## config.mk

```make
export PLATFORM = sky130hd
export DESIGN_NAME = plm_ctrl
export DESIGN_NICKNAME = d
export VERILOG_FILES = /design/src/design/plm_pkg.sv /design/src/design/plm_ctrl.sv
export VERILOG_INCLUDE_DIRS = /design/src /design/src/design
export SDC_FILE = /design/constraint.sdc
export NUM_CORES = 1
export LEC_CHECK = 0
export BUFFER_PORTS_ARGS = -buffer_cell sky130_fd_sc_hd__buf_4
export CAP_MARGIN = 25
export CORE_AREA = 10 10 47 49
export DETAILED_ROUTE_END_ITERATION = 7
export DIE_AREA = 0 0 57 59
export GPL_TIMING_DRIVEN = 0
export PLACE_DENSITY = 0.51
export REMOVE_ABC_BUFFERS = 1
export SYNTH_ARGS = -nofsm -noshare
export SYNTH_HDL_FRONTEND = slang
export SYNTH_SLANG_ARGS = --single-unit
```

## constraint.sdc

```tcl
create_clock -name i_clk -period 2.4 [get_ports i_clk]
set_clock_uncertainty 0.2 [all_clocks]
set_input_delay 0.24 -clock i_clk [delete_from_list [all_inputs] [get_ports i_clk]]
set_output_delay 0.24 -clock i_clk [all_outputs]
set_load 0.1 [all_outputs]
```

## src/design/priority_label_match_lookup_top_macros.svh

```systemverilog
// Assertion macros for the label-match lookup block.
// No dependencies.
`ifndef PRIORITY_LABEL_MATCH_LOOKUP_TOP_MACROS_SVH
`define PRIORITY_LABEL_MATCH_LOOKUP_TOP_MACROS_SVH
`define PLM_ASSERT_IMPL(label, clk, rst_n, a, c) \
    label: assert property (@(posedge clk) disable iff (!rst_n) (a) |-> (c)) \
        else $error("assertion failed");
`define PLM_ASSERT_NEXT(label, clk, rst_n, a, c) \
    label: assert property (@(posedge clk) disable iff (!rst_n) (a) |=> (c)) \
        else $error("assertion failed");
`endif

```

## src/design/plm_pkg.sv

```systemverilog
// Shared types and constants for the label-match lookup block.
// No dependencies.
package plm_pkg;
    localparam int RadiusEntriesDef = 256;
    localparam int ChargeEntriesDef = 256;
    localparam logic [1:0] ACT_CLEAR  = 2'd0;
    localparam logic [1:0] ACT_RADIUS = 2'd1;
    localparam logic [1:0] ACT_CHARGE = 2'd2;
    localparam logic [1:0] ACT_QUERY  = 2'd3;

    typedef enum logic [2:0] {
        ST_IDLE, ST_EXEC, ST_SCAN, ST_DRAIN, ST_OUT
    } t_state;

    typedef struct packed {
        logic load;
        logic exec;
        logic scan_start;
        logic scan_step;
        logic emit;
    } t_cmd;

    typedef struct packed {
        logic scan_done;
    } t_stat;

    // Clear every byte after the first zero byte.
    function automatic logic [47:0] norm48(input logic [47:0] v);
        logic [47:0] r;
        logic        z;
        r = '0;
        z = 1'b0;
        for (int i = 5; i >= 0; i--) begin
            if (v[i*8 +: 8] == 8'd0) z = 1'b1;
            if (!z) r[i*8 +: 8] = v[i*8 +: 8];
        end
        return r;
    endfunction

    function automatic logic [23:0] norm24(input logic [23:0] v);
        logic [23:0] r;
        logic        z;
        r = '0;
        z = 1'b0;
        for (int i = 2; i >= 0; i--) begin
            if (v[i*8 +: 8] == 8'd0) z = 1'b1;
            if (!z) r[i*8 +: 8] = v[i*8 +: 8];
        end
        return r;
    endfunction

    // Entry label (normalized) is prefix of atom name.
    function automatic logic is_prefix(input logic [47:0] a, input logic [47:0] e);
        logic ok;
        ok = 1'b1;
        for (int i = 5; i >= 0; i--) begin
            if (e[i*8 +: 8] != 8'd0 && e[i*8 +: 8] != a[i*8 +: 8]) ok = 1'b0;
        end
        return ok;
    endfunction

    function automatic logic [3:0] charge_lev(input logic cm, input logic nm,
                                              input logic rm);
        logic [3:0] l;
        if (cm && nm && rm) l = 4'd8;
        else if (nm && rm) l = 4'd7;
        else if (cm && rm) l = 4'd6;
        else if (rm) l = 4'd5;
        else if (cm && nm) l = 4'd4;
        else if (nm) l = 4'd3;
        else if (cm) l = 4'd2;
        else l = 4'd1;
        return l;
    endfunction
endpackage

```

## src/design/plm_ctrl.sv

```systemverilog
// Controller state machine for the label-match lookup block.
// Depends on plm_pkg.
`include "priority_label_match_lookup_top_macros.svh"
module plm_ctrl (
    input  logic            i_clk,
    input  logic            i_rst_n,
    input  logic            i_in_valid,
    input  logic [1:0]      i_action,
    input  logic            i_out_ready,
    input  plm_pkg::t_stat  i_stat,
    output logic            o_in_ready,
    output logic            o_out_valid,
    output plm_pkg::t_cmd   o_cmd
);
    plm_pkg::t_state r_state, n_state;
    logic            r_oval, n_oval;

    always_ff @(posedge i_clk) begin
        if (!i_rst_n) begin
            r_state <= plm_pkg::ST_IDLE;
            r_oval  <= 1'b0;
        end else begin
            r_state <= n_state;
            r_oval  <= n_oval;
        end
    end

    always_comb begin
        n_state = r_state;
        case (r_state)
            plm_pkg::ST_IDLE: begin
                if (i_in_valid) begin
                    if (i_action == plm_pkg::ACT_QUERY) n_state = plm_pkg::ST_SCAN;
                    else n_state = plm_pkg::ST_EXEC;
                end
            end
            plm_pkg::ST_EXEC: n_state = plm_pkg::ST_OUT;
            plm_pkg::ST_SCAN: begin
                if (i_stat.scan_done) n_state = plm_pkg::ST_DRAIN;
            end
            plm_pkg::ST_DRAIN: n_state = plm_pkg::ST_OUT;
            plm_pkg::ST_OUT: begin
                if (!r_oval || i_out_ready) n_state = plm_pkg::ST_IDLE;
            end
            default: n_state = plm_pkg::ST_IDLE;
        endcase
    end

    always_comb begin
        o_cmd            = '0;
        o_in_ready       = 1'b0;
        o_cmd.load       = 1'b0;
        case (r_state)
            plm_pkg::ST_IDLE: begin
                o_in_ready = 1'b1;
                o_cmd.load = i_in_valid;
                o_cmd.scan_start = i_in_valid;
            end
            plm_pkg::ST_EXEC: o_cmd.exec = 1'b1;
            plm_pkg::ST_SCAN: o_cmd.scan_step = 1'b1;
            plm_pkg::ST_DRAIN: o_cmd.scan_step = 1'b1;
            plm_pkg::ST_OUT: o_cmd.emit = !r_oval || i_out_ready;
            default: o_in_ready = 1'b0;
        endcase
    end

    always_comb begin
        n_oval = r_oval;
        if (r_oval && i_out_ready) n_oval = 1'b0;
        if (o_cmd.emit) n_oval = 1'b1;
    end

    assign o_out_valid = r_oval;

    `PLM_ASSERT_IMPL(a_ready_idle, i_clk, i_rst_n, o_in_ready, r_state == plm_pkg::ST_IDLE)
    `PLM_ASSERT_NEXT(a_emit_valid, i_clk, i_rst_n, o_cmd.emit, r_oval)
    `PLM_ASSERT_NEXT(a_drain_out, i_clk, i_rst_n, r_state == plm_pkg::ST_DRAIN, r_state == plm_pkg::ST_OUT)
endmodule

```

==> flow_summary.json <==
{
  "layout.nets": 53,
  "drtIter0Drc": 2,
  "yosys-top-cells-area": "dfxtp_1 32%, a21oi_1 6.1%, buf_4 6.1%, o21a_1 6.1%, nor3b_2 5.1%",
  "finalSetupViolCount": 0,
  "ctsLongestPathBuffers": 2,
  "r2r_slack_ns": 0.98,
  "drive_gt1_frac": 0.432,
  "worstHoldStart": "i_rst_n",
  "cts_hold_buf": 0,
  "slew_violations": 0,
  "final_common_cell": "buf_4",
  "grt.total_usage": 0.0415,
  "cts-root-buf": "clkbuf_4",
  "mostFrequentLayoutCells": "13 x buf_4, 4 x dfxtp_1, 3 x a21oi_1, 3 x clkbuf_4",
  "dieArea_sq_um": 3360,
  "cp-end-kind": "output pin",
  "grt_pass1_wl_microns": 1080,
  "fp-row-count": 14,
  "ant_nets": 0,
  "area_growth_pct": 50.5,
  "place_congestion": 0.660,
  "initial_core_util": 0.177,
  "cts_tree": "built",
  "worstPathArrival_ns": 1.50,
  "routed_wl_microns": 680,
  "final.period_utilization": 0.807,
  "timing.rr.start": "r_state[2]",
  "power.density_nw_per_um2": 1220,
  "clock-sinks": 4,
  "grt_remaining_overflow": 0,
  "criticalPathCategory": "flip-flop to output pin",
  "status": "completed",
  "io_pins": 14,
  "worstPathMaxFanout": 7,
  "syn_avg_cell_area_sq_um": 8.26,
  "dpl_cell_area_sq_um": 350,
  "htreeDepth": 1,
  "portBuffers": 13,
  "ctsResizeCount": 0,
  "numCtsBuffers": 3,
  "worstPathRequired_ns": 1.96,
  "tightest_slew_ns": 0.283,
  "worstSetupStartpoint": "r_state[2]",
  "vias_per_cell": 4.03,
  "yosys_warnings": 0,
  "yosysSeqAreaShare": 0.323,
  "layout_min_cycle_time_ns": 1.94,
  "synth_area_sq_um": 248,
  "die_height_microns": 59,
  "syn_inst": 30,
  "fin_area_sq_um": 373,
  "place_hpwl_microns": 526,
  "cellLeakagePower_nw": 0.185,
  "first_pass_iters": 2,
  "start_kind": "flip-flop",
  "grt_max_degree": 8,
  "vdd_ir_drop_max_mv": 0.316,
  "synth_top_area_share": 0.323,
  "wl_per_cell_microns": 11.3,
  "clock_latency_ns": 0.23,
  "nFillCells": 171,
  "synth.largest_area_cell": "dfxtp_1",
  "setup_tns_ns": 0,
  "die_w_microns": 57,
  "first_global_vias": 249,
  "coreArea_sq_um": 1400,
  "max_freq_mhz": 516,
  "drc": 0,
  "holdCritPathClass": "primary input to flip-flop",
  "diodes": 0,
  "max-slew-margin-rel": 0.813,
  "ys_seq_elements": 4,
  "clk_pin_slew_ns": 0.04,
  "routed-via-count": 242,
  "antenna_found_initial": 0,
  "hold_viol": 0,
  "postCtsSetupBuffers": 0,
  "cap_violations": 0,
  "synth_cell_types": 21,
  "grt_setup_unrepaired": "no"
}
worst paths after layout:
path / to / cells after the start
worst min register to register: r_state[2] / 2
worst max-delay path: o_cmd[4] / 4
worst min-delay path: o_out_valid / 2
worst max register to register: r_state[0] / 4
layout make-up:
type	instances	area [sq um]	share of cell area
clock buffers	3	22.5	0.0604
inverters	2	8.76	0.0235
multi-input cells	22	144	0.386
flip-flops and latches	4	80.1	0.215
well taps	16	20.0	0.0537
repair buffers	13	97.6	0.262
per-stage QoR:
| stage | hold WS (ns) | power (mW) | instances | utilization | worst slack (ns) |
|---|---|---|---|---|---|
| detailed placement | 0.268 | 0.376 | 57 | 0.250 | 0.712 |
| global route | 0.0408 | 0.478 | 60 | 0.266 | 0.389 |
| finish | 0.0340 | 0.456 | 60 | 0.266 | 0.463 |
| CTS | 0.0258 | 0.464 | 60 | 0.266 | 0.450 |
| floorplan | 0.158 | 0.319 | 28 | - | -0.663 |
| global placement | 0.278 | 0.377 | 57 | 0.250 | 0.716 |
synth_stat cells (all sizes together):
| library cell | n |
|---|---|
| dfxtp | 4 |
| a21oi | 3 |
| buf | 2 |
| nand2 | 2 |
| nor2 | 2 |
| nor3b | 2 |
| o21a | 2 |
| a21boi | 1 |
| a21o | 1 |
| and2 | 1 |
| and2b | 1 |
| and3 | 1 |
| clkinv | 1 |
| inv | 1 |
| nand2b | 1 |
| nand3 | 1 |
| nor2b | 1 |
| o211a | 1 |
| o21ai | 1 |
| or3 | 1 |
kinds of logic after synthesis:
logic type,after synthesis,synth area share
AND/OR/NAND/NOR,13,0.338
AO/OA/AOI/OAI,9,0.242
flip-flops,4,0.323
buffers and inverters,4,0.0959
flip-flops by register name, summed over array words and instances, names as in the netlist:
register	cells
r_state	3
o_out_valid	1
routing by layer:
metal | routed length (microns) | up-vias | track usage | part of all wire
li1 | - | 132 | - | -
met3 | 46 | 0 | 0.0236 | 0.068
met5 | 0 | - | 0 | 0
met1 | 298 | 104 | 0.0415 | 0.44
met2 | 334 | 6 | 0.0589 | 0.49
met4 | 0 | 0 | 0.0403 | 0
power breakdown:
part,leakage (nW),switching [mW],internal (mW)
Clock,0.0138,0.0266,0.0559
Sequential,0.0329,0.0144,0.0775
Combinational,0.138,0.214,0.0675
Total,0.185,0.255,0.201
worst max-delay path, cell delays in order, from the launching register on:
cell      delay, ns
dfxtp_1        0.35
or3_4          0.42
clkinv_2       0.06
and2_1         0.13
buf_4          0.29
Note: power is estimated with default switching activity, not from simulation.
